<file path="config.mk">
export PLATFORM = sky130hd
export DESIGN_NAME = positional_circular_list
export DESIGN_NICKNAME = d
export VERILOG_FILES = /design/src/rtl/pcl_pkg.sv /design/src/rtl/pcl_ram.sv /design/src/rtl/positional_circular_list.sv
export SDC_FILE = /design/constraint.sdc
export NUM_CORES = 1
export LEC_CHECK = 0
export BUFFER_PORTS_ARGS = -buffer_cell sky130_fd_sc_hd__buf_2
export CORE_MARGIN = 1
export CORE_UTILIZATION = 40
export DETAILED_ROUTE_END_ITERATION = 16
export PLACE_DENSITY_LB_ADDON = 0.2
export SYNTH_ARGS = -nofsm -noshare
export SYNTH_HDL_FRONTEND = slang
export SYNTH_SLANG_ARGS = --single-unit
</file>
<file path="constraint.sdc">
create_clock -name aclk -period 7.6 [get_ports aclk]
set_input_delay 0.38 -clock aclk [delete_from_list [all_inputs] [get_ports aclk]]
set_output_delay 0.38 -clock aclk [all_outputs]
set_load 0.05 [all_outputs]
</file>
<file path="src/rtl/pcl_pkg.sv">
// pcl_pkg: shared types and constants for the positional circular list.
// Field widths, request and status codes, sequencer state type.
// No dependencies.
package pcl_pkg;

    localparam int REQ_W = 2;
    localparam int POS_W = 5;
    localparam int VAL_W = 32;
    localparam int STS_W = 2;
    localparam int CNT_W = 5;

    // padded stream widths
    localparam int S_TDATA_W = 40;
    localparam int M_TDATA_W = 40;

    localparam logic [REQ_W-1:0] REQ_INSERT = 2'd0;
    localparam logic [REQ_W-1:0] REQ_DELETE = 2'd1;
    localparam logic [REQ_W-1:0] REQ_DUMP   = 2'd2;

    localparam logic [STS_W-1:0] STAT_OK    = 2'd0;
    localparam logic [STS_W-1:0] STAT_RANGE = 2'd1;
    localparam logic [STS_W-1:0] STAT_FULL  = 2'd2;
    localparam logic [STS_W-1:0] STAT_EMPTY = 2'd3;

    typedef enum logic [3:0] {
        S_IDLE,
        S_DECODE,
        S_ALLOC_WAIT,
        S_INS_LINK,
        S_WALK,
        S_NEXT_WAIT,
        S_INS_SPLICE,
        S_INS_PRED,
        S_DEL_HEAD_WAIT,
        S_DEL_NEXT_WAIT,
        S_DEL_FREE,
        S_DUMP,
        S_FINISH
    } pcl_state_t;

endpackage

</file>
<file path="src/rtl/pcl_ram.sv">
// pcl_ram: simple dual-port synchronous RAM, one write and one read port.
// Read data registered, held while no read is issued.
// No dependencies.
module pcl_ram #(
    parameter int WIDTH = 32,
    parameter int DEPTH = 16
) (
    input  logic                          aclk,
    input  logic                          we,
    input  logic [$clog2(DEPTH)-1:0]      waddr,
    input  logic [WIDTH-1:0]              wdata,
    input  logic                          re,
    input  logic [$clog2(DEPTH)-1:0]      raddr,
    output logic [WIDTH-1:0]              rdata
);

    logic [WIDTH-1:0] mem [DEPTH];

    always_ff @(posedge aclk) begin
        if (we) begin
            mem[waddr] <= wdata;
        end
    end

    always_ff @(posedge aclk) begin
        if (re) begin
            rdata <= mem[raddr];
        end
    end

endmodule

</file>
<file path="src/rtl/positional_circular_list.sv">
// positional_circular_list: top level, sequencer plus value and link stores; uses pcl_pkg, pcl_ram.
// Insert at position p >= 1 walks the ring to its predecessor; at position 0 (or on an empty
// list) it does not walk, and reusing a freed slot adds a read step; delete walks for p >= 2.
// Dump: one transaction per cycle while m_tready holds; errors go straight to the result.
// One request at a time: s_tready returns the cycle after the final result is loaded.
// Reset empties the list and idles the sequencer and output; RAM contents are not cleared.
module positional_circular_list
    import pcl_pkg::*;
#(
    parameter int CAPACITY = 16
) (
    input  logic                 aclk,
    input  logic                 aresetn,
    // request channel
    input  logic                 s_tvalid,
    output logic                 s_tready,
    input  logic [S_TDATA_W-1:0] s_tdata,   // [4:0] position, [36:5] item_value
    input  logic [REQ_W-1:0]     s_tuser,   // [1:0] req_type
    // result channel
    output logic                 m_tvalid,
    input  logic                 m_tready,
    output logic [M_TDATA_W-1:0] m_tdata,   // [31:0] result_value, [36:32] list_count
    output logic [STS_W-1:0]     m_tuser,   // [1:0] status
    output logic                 m_tlast    // last_result
);

    localparam int AW   = $clog2(CAPACITY);
    localparam int CW   = $clog2(CAPACITY + 1);
    localparam int CMPW = (CW > POS_W) ? CW : POS_W;

    // sequencer and list state
    pcl_state_t state_reg, state_next;

    logic [REQ_W-1:0]        req_reg, req_next;
    logic [POS_W-1:0]        pos_reg, pos_next;
    logic signed [VAL_W-1:0] item_reg, item_next;

    logic [CW-1:0] count_reg, count_next;      // elements on the list
    logic [CW-1:0] fresh_reg, fresh_next;      // slots ever allocated
    logic [AW-1:0] head_reg, head_next;
    logic [AW-1:0] tail_reg, tail_next;
    logic [AW-1:0] free_head_reg, free_head_next; // top of freed-slot chain

    // walk and splice working registers
    logic [AW-1:0] cur_reg, cur_next;
    logic [CW-1:0] steps_reg, steps_next;
    logic          pending_reg, pending_next;
    logic [AW-1:0] slot_reg, slot_next;
    logic [AW-1:0] nxt_reg, nxt_next;
    logic [AW-1:0] victim_reg, victim_next;
    logic [CW-1:0] idx_reg, idx_next;

    logic [STS_W-1:0]        res_status_reg, res_status_next;
    logic signed [VAL_W-1:0] res_value_reg, res_value_next;

    // output register
    logic                    m_tvalid_reg, m_tvalid_next;
    logic [STS_W-1:0]        m_status_reg, m_status_next;
    logic signed [VAL_W-1:0] m_value_reg, m_value_next;
    logic [CNT_W-1:0]        m_count_reg, m_count_next;
    logic                    m_last_reg, m_last_next;
    logic                    out_load;

    // memory ports
    logic             value_we, value_re;
    logic [AW-1:0]    value_waddr, value_raddr;
    logic [VAL_W-1:0] value_wdata, value_rdata;
    logic             link_we, link_re;
    logic [AW-1:0]    link_waddr, link_raddr;
    logic [AW-1:0]    link_wdata, link_rdata;

    // decode helpers
    logic [CMPW-1:0] pos_ext, cnt_ext;
    logic            ins_range, del_range, is_full, list_empty, chain_nonempty;
    logic            out_free, walk_done, dump_last;
    logic [AW-1:0]   walk_addr;

    assign pos_ext        = CMPW'(pos_reg);
    assign cnt_ext        = CMPW'(count_reg);
    assign ins_range      = pos_ext > cnt_ext;
    assign del_range      = (pos_reg == '0) || (pos_ext > cnt_ext);
    assign is_full        = count_reg == CW'(CAPACITY);
    assign list_empty     = count_reg == '0;
    // freed slots exist whenever more slots were handed out than are in use
    assign chain_nonempty = fresh_reg != count_reg;
    assign out_free       = !m_tvalid_reg || m_tready;
    // first step of a walk starts from cur, later steps chase the read data
    assign walk_addr      = pending_reg ? link_rdata : cur_reg;
    assign walk_done      = steps_reg == '0;
    assign dump_last      = idx_reg == (count_reg - CW'(1));

    pcl_ram #(
        .WIDTH (VAL_W),
        .DEPTH (CAPACITY)
    ) u_value_ram (
        .aclk  (aclk),
        .we    (value_we),
        .waddr (value_waddr),
        .wdata (value_wdata),
        .re    (value_re),
        .raddr (value_raddr),
        .rdata (value_rdata)
    );

    pcl_ram #(
        .WIDTH (AW),
        .DEPTH (CAPACITY)
    ) u_link_ram (
        .aclk  (aclk),
        .we    (link_we),
        .waddr (link_waddr),
        .wdata (link_wdata),
        .re    (link_re),
        .raddr (link_raddr),
        .rdata (link_rdata)
    );

    // next state
    always_comb begin
        state_next = state_reg;
        case (state_reg)
            S_IDLE: begin
                if (s_tvalid) begin
                    state_next = S_DECODE;
                end
            end
            S_DECODE: begin
                case (req_reg)
                    REQ_INSERT: begin
                        if (ins_range || is_full) begin
                            state_next = S_FINISH;
                        end else if (chain_nonempty) begin
                            state_next = S_ALLOC_WAIT;
                        end else begin
                            state_next = S_INS_LINK;
                        end
                    end
                    REQ_DELETE: begin
                        if (list_empty || del_range) begin
                            state_next = S_FINISH;
                        end else if (pos_reg == POS_W'(1)) begin
                            state_next = S_DEL_HEAD_WAIT;
                        end else begin
                            state_next = S_WALK;
                        end
                    end
                    REQ_DUMP: begin
                        state_next = list_empty ? S_FINISH : S_DUMP;
                    end
                    default: begin
                        state_next = S_FINISH;
                    end
                endcase
            end
            S_ALLOC_WAIT:    state_next = S_INS_LINK;
            S_INS_LINK: begin
                if (list_empty) begin
                    state_next = S_FINISH;
                end else if (pos_reg == '0) begin
                    state_next = S_INS_PRED;
                end else begin
                    state_next = S_WALK;
                end
            end
            S_WALK: begin
                if (walk_done) begin
                    state_next = S_NEXT_WAIT;
                end
            end
            S_NEXT_WAIT: begin
                state_next = (req_reg == REQ_INSERT) ? S_INS_SPLICE : S_DEL_NEXT_WAIT;
            end
            S_INS_SPLICE:    state_next = S_INS_PRED;
            S_INS_PRED:      state_next = S_FINISH;
            S_DEL_HEAD_WAIT: state_next = S_DEL_FREE;
            S_DEL_NEXT_WAIT: state_next = S_DEL_FREE;
            S_DEL_FREE:      state_next = S_FINISH;
            S_DUMP: begin
                if (out_free && dump_last) begin
                    state_next = S_IDLE;
                end
            end
            S_FINISH: begin
                if (out_free) begin
                    state_next = S_IDLE;
                end
            end
            default: begin
                state_next = S_IDLE;
            end
        endcase
    end

    // datapath, memory controls and output register loading
    always_comb begin
        req_next        = req_reg;
        pos_next        = pos_reg;
        item_next       = item_reg;
        count_next      = count_reg;
        fresh_next      = fresh_reg;
        head_next       = head_reg;
        tail_next       = tail_reg;
        free_head_next  = free_head_reg;
        cur_next        = cur_reg;
        steps_next      = steps_reg;
        pending_next    = pending_reg;
        slot_next       = slot_reg;
        nxt_next        = nxt_reg;
        victim_next     = victim_reg;
        idx_next        = idx_reg;
        res_status_next = res_status_reg;
        res_value_next  = res_value_reg;
        m_status_next   = m_status_reg;
        m_value_next    = m_value_reg;
        m_count_next    = m_count_reg;
        m_last_next     = m_last_reg;
        out_load        = 1'b0;

        value_we    = 1'b0;
        value_waddr = slot_reg;
        value_wdata = item_reg;
        value_re    = 1'b0;
        value_raddr = head_reg;
        link_we     = 1'b0;
        link_waddr  = slot_reg;
        link_wdata  = slot_reg;
        link_re     = 1'b0;
        link_raddr  = head_reg;

        case (state_reg)
            S_IDLE: begin
                if (s_tvalid) begin
                    req_next  = s_tuser;
                    pos_next  = s_tdata[POS_W-1:0];
                    item_next = s_tdata[POS_W+VAL_W-1:POS_W];
                end
            end
            S_DECODE: begin
                res_status_next = STAT_OK;
                res_value_next  = '0;
                case (req_reg)
                    REQ_INSERT: begin
                        if (ins_range) begin
                            res_status_next = STAT_RANGE;
                        end else if (is_full) begin
                            res_status_next = STAT_FULL;
                        end else if (chain_nonempty) begin
                            // pop the freed-slot chain
                            link_re    = 1'b1;
                            link_raddr = free_head_reg;
                            slot_next  = free_head_reg;
                        end else begin
                            slot_next  = fresh_reg[AW-1:0];
                            fresh_next = fresh_reg + CW'(1);
                        end
                    end
                    REQ_DELETE: begin
                        if (list_empty) begin
                            res_status_next = STAT_EMPTY;
                        end else if (del_range) begin
                            res_status_next = STAT_RANGE;
                        end else if (pos_reg == POS_W'(1)) begin
                            victim_next = head_reg;
                            link_re     = 1'b1;
                            link_raddr  = head_reg;
                            value_re    = 1'b1;
                            value_raddr = head_reg;
                        end else begin
                            cur_next     = head_reg;
                            steps_next   = CW'(pos_ext - CMPW'(2));
                            pending_next = 1'b0;
                        end
                    end
                    REQ_DUMP: begin
                        if (list_empty) begin
                            res_status_next = STAT_EMPTY;
                        end else begin
                            link_re     = 1'b1;
                            link_raddr  = head_reg;
                            value_re    = 1'b1;
                            value_raddr = head_reg;
                            idx_next    = '0;
                        end
                    end
                    default: begin
                        res_status_next = STAT_RANGE;
                    end
                endcase
            end
            S_ALLOC_WAIT: begin
                free_head_next = link_rdata;
            end
            S_INS_LINK: begin
                value_we    = 1'b1;
                value_waddr = slot_reg;
                value_wdata = item_reg;
                if (list_empty) begin
                    // single element ring points at itself
                    link_we    = 1'b1;
                    link_waddr = slot_reg;
                    link_wdata = slot_reg;
                    head_next  = slot_reg;
                    tail_next  = slot_reg;
                    count_next = count_reg + CW'(1);
                end else if (pos_reg == '0) begin
                    // new head; tail re-linked in the predecessor step
                    link_we    = 1'b1;
                    link_waddr = slot_reg;
                    link_wdata = head_reg;
                    head_next  = slot_reg;
                    cur_next   = tail_reg;
                end else begin
                    cur_next     = head_reg;
                    steps_next   = CW'(pos_ext - CMPW'(1));
                    pending_next = 1'b0;
                end
            end
            S_WALK: begin
                // one link per cycle; the final read fetches next of predecessor
                link_re      = 1'b1;
                link_raddr   = walk_addr;
                cur_next     = walk_addr;
                pending_next = !walk_done;
                if (!walk_done) begin
                    steps_next = steps_reg - CW'(1);
                end
            end
            S_NEXT_WAIT: begin
                if (req_reg == REQ_INSERT) begin
                    nxt_next = link_rdata;
                end else begin
                    victim_next = link_rdata;
                    link_re     = 1'b1;
                    link_raddr  = link_rdata;
                    value_re    = 1'b1;
                    value_raddr = link_rdata;
                end
            end
            S_INS_SPLICE: begin
                link_we    = 1'b1;
                link_waddr = slot_reg;
                link_wdata = nxt_reg;
            end
            S_INS_PRED: begin
                link_we    = 1'b1;
                link_waddr = cur_reg;
                link_wdata = slot_reg;
                if (pos_ext == cnt_ext) begin
                    tail_next = slot_reg;
                end
                count_next = count_reg + CW'(1);
            end
            S_DEL_HEAD_WAIT: begin
                res_value_next = value_rdata;
                if (count_reg == CW'(1)) begin
                    head_next = '0;
                    tail_next = '0;
                end else begin
                    head_next  = link_rdata;
                    link_we    = 1'b1;
                    link_waddr = tail_reg;
                    link_wdata = link_rdata;
                end
            end
            S_DEL_NEXT_WAIT: begin
                res_value_next = value_rdata;
                link_we        = 1'b1;
                link_waddr     = cur_reg;
                link_wdata     = link_rdata;
                if (victim_reg == tail_reg) begin
                    tail_next = cur_reg;
                end
            end
            S_DEL_FREE: begin
                // push victim onto freed-slot chain
                link_we        = 1'b1;
                link_waddr     = victim_reg;
                link_wdata     = free_head_reg;
                free_head_next = victim_reg;
                count_next     = count_reg - CW'(1);
            end
            S_DUMP: begin
                if (out_free) begin
                    out_load      = 1'b1;
                    m_status_next = STAT_OK;
                    m_value_next  = value_rdata;
                    m_count_next  = CNT_W'(count_reg);
                    m_last_next   = dump_last;
                    if (!dump_last) begin
                        link_re     = 1'b1;
                        link_raddr  = link_rdata;
                        value_re    = 1'b1;
                        value_raddr = link_rdata;
                        idx_next    = idx_reg + CW'(1);
                    end
                end
            end
            S_FINISH: begin
                if (out_free) begin
                    out_load      = 1'b1;
                    m_status_next = res_status_reg;
                    m_value_next  = res_value_reg;
                    m_count_next  = CNT_W'(count_reg);
                    m_last_next   = 1'b1;
                end
            end
            default: begin
            end
        endcase

        if (out_load) begin
            m_tvalid_next = 1'b1;
        end else if (m_tready) begin
            m_tvalid_next = 1'b0;
        end else begin
            m_tvalid_next = m_tvalid_reg;
        end
    end

    // control state
    always_ff @(posedge aclk) begin
        if (!aresetn) begin
            state_reg     <= S_IDLE;
            count_reg     <= '0;
            fresh_reg     <= '0;
            head_reg      <= '0;
            tail_reg      <= '0;
            free_head_reg <= '0;
            m_tvalid_reg  <= 1'b0;
        end else begin
            state_reg     <= state_next;
            count_reg     <= count_next;
            fresh_reg     <= fresh_next;
            head_reg      <= head_next;
            tail_reg      <= tail_next;
            free_head_reg <= free_head_next;
            m_tvalid_reg  <= m_tvalid_next;
        end
    end

    // payload and working registers
    always_ff @(posedge aclk) begin
        req_reg        <= req_next;
        pos_reg        <= pos_next;
        item_reg       <= item_next;
        cur_reg        <= cur_next;
        steps_reg      <= steps_next;
        pending_reg    <= pending_next;
        slot_reg       <= slot_next;
        nxt_reg        <= nxt_next;
        victim_reg     <= victim_next;
        idx_reg        <= idx_next;
        res_status_reg <= res_status_next;
        res_value_reg  <= res_value_next;
        m_status_reg   <= m_status_next;
        m_value_reg    <= m_value_next;
        m_count_reg    <= m_count_next;
        m_last_reg     <= m_last_next;
    end

    assign s_tready = state_reg == S_IDLE;
    assign m_tvalid = m_tvalid_reg;
    assign m_tdata  = {{(M_TDATA_W - VAL_W - CNT_W){1'b0}}, m_count_reg, m_value_reg};
    assign m_tuser  = m_status_reg;
    assign m_tlast  = m_last_reg;

    // list never holds more elements than slots handed out, nor more than fit
    a_count_bound: assert property (@(posedge aclk) disable iff (!aresetn)
        (count_reg <= fresh_reg) && (fresh_reg <= CW'(CAPACITY)))
        else $error("element count exceeds allocated slots");

    // an accepted transaction keeps the request side closed next cycle
    a_busy_after_accept: assert property (@(posedge aclk) disable iff (!aresetn)
        (s_tvalid && s_tready) |=> !s_tready)
        else $error("request taken while previous one in progress");

    // error statuses are always single, final results
    a_error_is_last: assert property (@(posedge aclk) disable iff (!aresetn)
        (m_tvalid && (m_tuser != STAT_OK)) |-> m_tlast)
        else $error("error result not flagged last");

    // a dump only runs over a non-empty list
    a_dump_nonempty: assert property (@(posedge aclk) disable iff (!aresetn)
        (state_reg == S_DUMP) |-> (count_reg != '0))
        else $error("dump running on empty list");

endmodule
</file>
# [Word-level counts from Yosys, hierarchy flattened]
# Memories as Yosys holds them, arrays and structs flattened. A register that Yosys moved wholly into a read port is not among the register bits.
# Cells that the tools add are included.
[totals] register_bits=167 mem_bits_rw=576 inputBits=46 output_inout_bits=45 elab_cells=239 mem_count=2
[classes] addsub=7 magnitude_cmp=1 n_eq_ne=42 n_mux=119 bitwise_logic=3 n_reduce_logical=42
[memory_table] name="u_value_ram.mem" words=16 word_bits=32 read_ports=1 rd_clocked_by_memory_dff=1 wr=1 line_no="pcl_ram.sv:17" rtl="logic [WIDTH-1:0] mem [DEPTH];"
[memory_table] name="u_link_ram.mem" words=16 word_bits=4 read_ports=1 rd_clocked_by_memory_dff=1 wr=1 line_no="pcl_ram.sv:17"
[ops] op="$mux 4" n=40
[ops] op="$pmux 32 s2" n=2
[ops] op="$mux 32" n=2
[ops] op="$mux 5" n=12
[ops] op="$pmux 4 s11" n=1
[ops] op="$ne 2x2->1 const B" n=19
[ops] op="$pmux 4 s3" n=3
[ops] op="$mux 1" n=32
[ops] op="$pmux 4 s2" n=4
[ops] op="$pmux 4 s4" n=2
[ops] op="$pmux 5 s3" n=2
[ops] op="$eq 4x4->1 const B" n=5
[ops] op="$pmux 4 s5" n=1
[ops] op="$eq 4x3->1 const B" n=4
[ops] op="$add 5x1->5 const B" n=3
[ops] op="$logic_not 5->1" n=3
[ops] op="$reduce_and 5->1" n=3
[ops] op="$sub 5x1->5 const B" n=3
[ops] op="$mux 2" n=7
[ops] op="$reduce_bool 2->1" n=7
[ops] op="$pmux 1 s3" n=4
[ops] op="$reduce_and 6->1" n=2
[ops] op="$eq 5x1->1 const B" n=2
[ops] op="$eq 5x5->1" n=2
[ops] op="32 further kinds" n=49

# [Logic depth before layout (Yosys ltp)]
[logic_depth] ltp_word=6 mapped_depth=14 depth_no_buf=11

# [By module]
# Synthesis repeated with hierarchy kept, for this count alone.
[hier_totals] hier_cells=1753 hier_area_um2=31252.5
[modules_own_cells] mod="pcl_ram at u_value_ram" n_inst=1 cells_per_inst=838 area_each_um2=20155.6 seq_area_each_um2=16335.7
[modules_own_cells] mod="positional_circular_list" n_inst=1 cells_per_inst=785 area_each_um2=8390.5 seq_area_each_um2=4744.6
[modules_own_cells] mod="pcl_ram at u_link_ram" n_inst=1 cells_per_inst=130 area_each_um2=2706.3 seq_area_each_um2=2042.0

# [Worst setup path before layout]
# Ideal clock, no wire load.
[synth_timing] kind="register to register" start="register state_reg[1]" end="memory u_value_ram.mem[0][0] (enable)" setup_ps=461 t_arrival_ps=3796 required_ps=7139 path_slack_ps=3343 path_stages_with_launch=7 path_buffers=2 synth_period_minus_slack_ps=4257 path_cell_list="dfxtp_1 buf_2 nand2_1 nor3_1 clkbuf_1 nand3_1 nor3_1"
[synth_between] elab_chain_len=4
[synth_lines] item="start, declared" line_no="positional_circular_list.sv:32" rtl="pcl_state_t state_reg, state_next;"
[synth_lines] item="start signal, assigned" line_no="positional_circular_list.sv:431" rtl="state_reg <= state_next;"
[synth_lines] item="$eq 4x2->1" line_no="positional_circular_list.sv:230" rtl="case (state_reg)"
[synth_lines] item="$mux 1" line_no="positional_circular_list.sv:230"
[synth_lines] item="$mux 1" line_no="pcl_ram.sv:20" rtl="if (we) begin"
[synth_lines] item="$mux 1 (not written as such)" line_no="pcl_ram.sv:21" rtl="mem[waddr] <= wdata;"
[synth_lines] item="end, declared" line_no="pcl_ram.sv:17"
# Every way passes these cells.

# [Worst setup path in the final report]
[layout_timing] start="register count_reg[0], in the netlist cnt_ext[0]" end="register u_value_ram.rdata[23] (read register of u_value_ram.mem) (data pin)"
[layout_between] elab_chain_len=6 word_cells_on_any_way=15 classes_between="add/sub (1); order compare (1); eq/ne (1); mux (10); reduce/logical (2)"
[layout_lines] item="start, declared" line_no="positional_circular_list.sv:38" rtl="logic [CW-1:0] count_reg, count_next;"
[layout_lines] item="start signal, assigned" line_no="positional_circular_list.sv:432" rtl="count_reg <= count_next;"
[layout_lines] item="$gt 5x5->1" line_no="positional_circular_list.sv:81" rtl="assign del_range = (pos_reg == '0) || (pos_ext > cnt_ext);"
[layout_lines] item="$logic_or 1x1->1" line_no="positional_circular_list.sv:81"
[layout_lines] item="$mux 1" line_no="positional_circular_list.sv:260" rtl="end else if (del_range) begin"
[layout_lines] item="$mux 1" line_no="positional_circular_list.sv:258" rtl="if (list_empty) begin"
[layout_lines] item="$pmux 1 s2" line_no="positional_circular_list.sv:241" rtl="case (req_reg)"
[layout_lines] item="$pmux 1 s3" line_no="positional_circular_list.sv:230"
[layout_lines] item="end, declared" line_no="pcl_ram.sv:14" rtl="output logic [WIDTH-1:0] rdata"
# Several ways; a longest one is shown, not always the timed one.
# A chain may end at the register's enable or synchronous reset.

==> impl_metrics.env <==
export IMPL_nets=2699
export IMPL_routedWlPerCell_um=21.8
export IMPL_maxSlewViolCount=0
export IMPL_largestRegisters="u_value_ram.mem x512, u_link_ram.mem x64"
export IMPL_netlist_area_um2=32400
export IMPL_synth_top_family_by_area="simple AND/OR/NAND/NOR gates"
export IMPL_grt_max_degree=224
export IMPL_p_leak_nw=12.8
export IMPL_clock_fmax_ghz=0.210
export IMPL_rows=104
export IMPL_globalRouteMet2Util_pct=32.7
export IMPL_wl_mm=82.0
export IMPL_period_minus_slack_ps=4760
export IMPL_pre_cts_slack_ps=2810
export IMPL_largest_register="u_value_ram.mem"
export IMPL_drtIter0Drc=1845
export IMPL_cpMostUsedCell="nand2_1"
export IMPL_grt_pass1_vias=19698
export IMPL_die_h_um=287
export IMPL_cap_violations=0
export IMPL_cts_tree="yes"
export IMPL_die_area_um2=82200
export IMPL_ys_ff_latch=779
export IMPL_largest_reg_flops=512
export IMPL_first_pass_iters=5
export IMPL_rsz0062_at_grt="false"
export IMPL_powerDensity_nw_per_um2=356
export IMPL_drcViolationCount=0
export IMPL_synthTopCellsByArea="edfxtp_1 (70%), nand2_1 (7.2%), nand3_1 (4.4%)"
export IMPL_ant_nets=0
export IMPL_syn_to_final_growth_pct=14.8
export IMPL_final_cell_area_um2=37200
export IMPL_clk_pin_slew_ps=60
export IMPL_slowest_delay_ps=890
export IMPL_avgSynthCellArea_um2=12.8
export IMPL_cp_top_family="compound AO/OA/AOI/OAI gates"
export IMPL_hold_viol=0
export IMPL_cts_htree_levels=3
export IMPL_chipWidth_um=287
export IMPL_viasPerCell=5.42
export IMPL_min_path_type="in -> reg"
export IMPL_tns_ps=0
export IMPL_grt_pass1_wl_mm=122
export IMPL_vias=20344
export IMPL_use_met3_pct=2.98
export IMPL_relSlewSlack_pct=18.0
export IMPL_cp_arrival_ps=5140
export IMPL_root_buffer="clkbuf_16"
export IMPL_numPortBuffers=84
export IMPL_path_cells="inv_1, ha_1, and4bb_2, o211a_1, o211a_4, o21ai_4, mux2_4, buf_4, nand2_1, nand3_1, nand2_1, a2111oi_2"
export IMPL_p_total_mw=13.3
export IMPL_fin_ws_ps=2840
export IMPL_cp_start_kind="register"
export IMPL_path_max_fanout=70
export IMPL_clkSinkCount=779
export IMPL_postSynthCellCount=2530
export IMPL_crit_path_top_delay_cell="mux2_4"
export IMPL_yosys_area_share_simple_pct=15.1
export IMPL_dp_hpwl_mm=44.3
export IMPL_yosys_top_cells_count="edfxtp_1 (752), nand2_1 (621), nand3_1 (287)"
export IMPL_path_class="reg -> reg"
export IMPL_core_area_um2=80400
export IMPL_placed_cell_area_um2=34000
export IMPL_setup_violations=0
export IMPL_instances_no_fill=3755
export IMPL_synth_top_area_share_pct=69.7
export IMPL_dpl_cell_count=3567
export IMPL_gp_congestion=0.912
export IMPL_n_fill_cell=7145
export IMPL_antennaDiodeCount=0
export IMPL_io_pins=91
export IMPL_met1_usage_pct=26.9
export IMPL_ctsLongestPathBuffers=3
export IMPL_start_util_pct=40.3
export IMPL_drive_above_1_share_pct=13.2
export IMPL_grt_usage_pct=19.9
export IMPL_grt_overflow_total=0
export IMPL_synthArstFlopShare_pct=0
export IMPL_synth_xor_area_share_pct=0.865
export IMPL_status="complete, no violations"
export IMPL_cp_required_ps=7980
export IMPL_synthAdderAreaFrac_pct=0.811
export IMPL_synth_top_area_cell="edfxtp_1"
export IMPL_clk_latency_ps=640
export IMPL_cts_buffers_inserted=84
export IMPL_synthMuxAreaShare_pct=2.34
export IMPL_synth_edff_count=752
export IMPL_clock_skew_ps=23.9
export IMPL_synth_compound_area_share_pct=7.05
export IMPL_antenna_found_initial=0
export IMPL_vdd_drop_max_mv=0.273
export IMPL_synth_most_common_cell="edfxtp_1"
export IMPL_worst_slew_pin_slew_ps=1230
export IMPL_timing_critical_path_buf_inv=2
export IMPL_cp_end_kind="register"
export IMPL_fin_crit_sh_pct=62.6
export IMPL_ys_flop_type="edfxtp_1"
export IMPL_ys_seq_area_share_pct=71.3
export IMPL_synth_cell_types=76
export IMPL_yosysWarnings=0
export IMPL_busiest_layer="met2"
worst reg2reg max path: cells and delay by family (launching register included):
kind            cells  cell delay, ps
simple gates        4             500
compound gates      4            1540
mux                 1             900
fa+ha+maj           1             300
flops               1             640
buf+inv             2             630
placed cells by master, fill, tap and decap left out, drive strengths merged, types with 5 or more instances in the layout:
master / n
a21oi: 159
xor2: 20
a311oi: 5
o31ai: 5
nand2b: 9
nand2: 621
nor3: 26
nand4: 7
mux2: 37
and3: 11
edfxtp: 752
clkinv: 32
nor2: 89
o21ai: 47
nand3: 287
o22ai: 10
ha: 21
dlygate4sd3: 39
o311ai: 5
a221o: 5
a2111oi: 36
a211o: 5
buf: 129
clkbuf: 103
xnor2: 12
and2: 44
nor2b: 11
dfxtp: 27
mux2i: 27
a211oi: 9
bufinv: 10
o21a: 7
inv: 28
cell families (layout without fill, tap and decap cells):
kind of cell / after synthesis / in the layout
DFF: 779 / 779
xor gates and xnor gates: 32 / 32
AOI/OAI and AO/OA: 327 / 327
other: 1 / 3
adders and majority gates: 21 / 21
and+or+nand+nor: 1125 / 1125
buffers and inverters: 178 / 341
muxes: 67 / 67
layout make-up:
class / count / area (µm²) / area share [%]
clock inverters: 46 / 549 / 1.48
multi-input cells: 1575 / 8700 / 23.4
clock buffers: 103 / 2230 / 5.98
flip-flops and latches: 779 / 23100 / 62.1
well taps: 1060 / 1330 / 3.56
repair buffers: 168 / 1190 / 3.19
inverters: 24 / 90.1 / 0.242
final timing paths:
| check | start | endpoint | slack [ps] | depth (start not counted) |
|---|---|---|---|---|
| worst max-delay path | cnt_ext[0] | u_value_ram.rdata[23] | 2840 | 12 |
| worst min-delay path | aresetn | m_tvalid | 100 | 2 |
| worst max register to register | cnt_ext[0] | u_value_ram.rdata[23] | 2840 | 12 |
| worst min register to register | fresh_reg[4] | fresh_reg[4] | 530 | 2 |
metal layers:
layer | wire [µm] | part of all wire (%)
met1 | 35800 | 44
met2 | 39300 | 48
met3 | 4630 | 5.6
met4 | 2240 | 2.7
met5 | 0 | 0
where the power goes:
part / switching (mW) / total, mW / internal (mW)
clock: 1.67 / 4.10 / 2.43
combinational: 2.33 / 3.39 / 1.07
sequential: 0.352 / 5.77 / 5.41
what timing repair did:
action	CTS	global route
endpoints found under the hold margin	39	0
hold buffers	39	0
setup buffers	0	0
gates resized for setup	0	0
metrics by stage:
stage	utilization, %	hold slack (ps)
5_1_grt	46.3	86.7
3_3_place_gp	42.3	521
3_5_place_dp	42.3	529
2_1_floorplan	-	409
4_1_cts	46.3	60.3
6_report	46.3	96.5
Note: power is estimated with default switching activity, not from simulation.
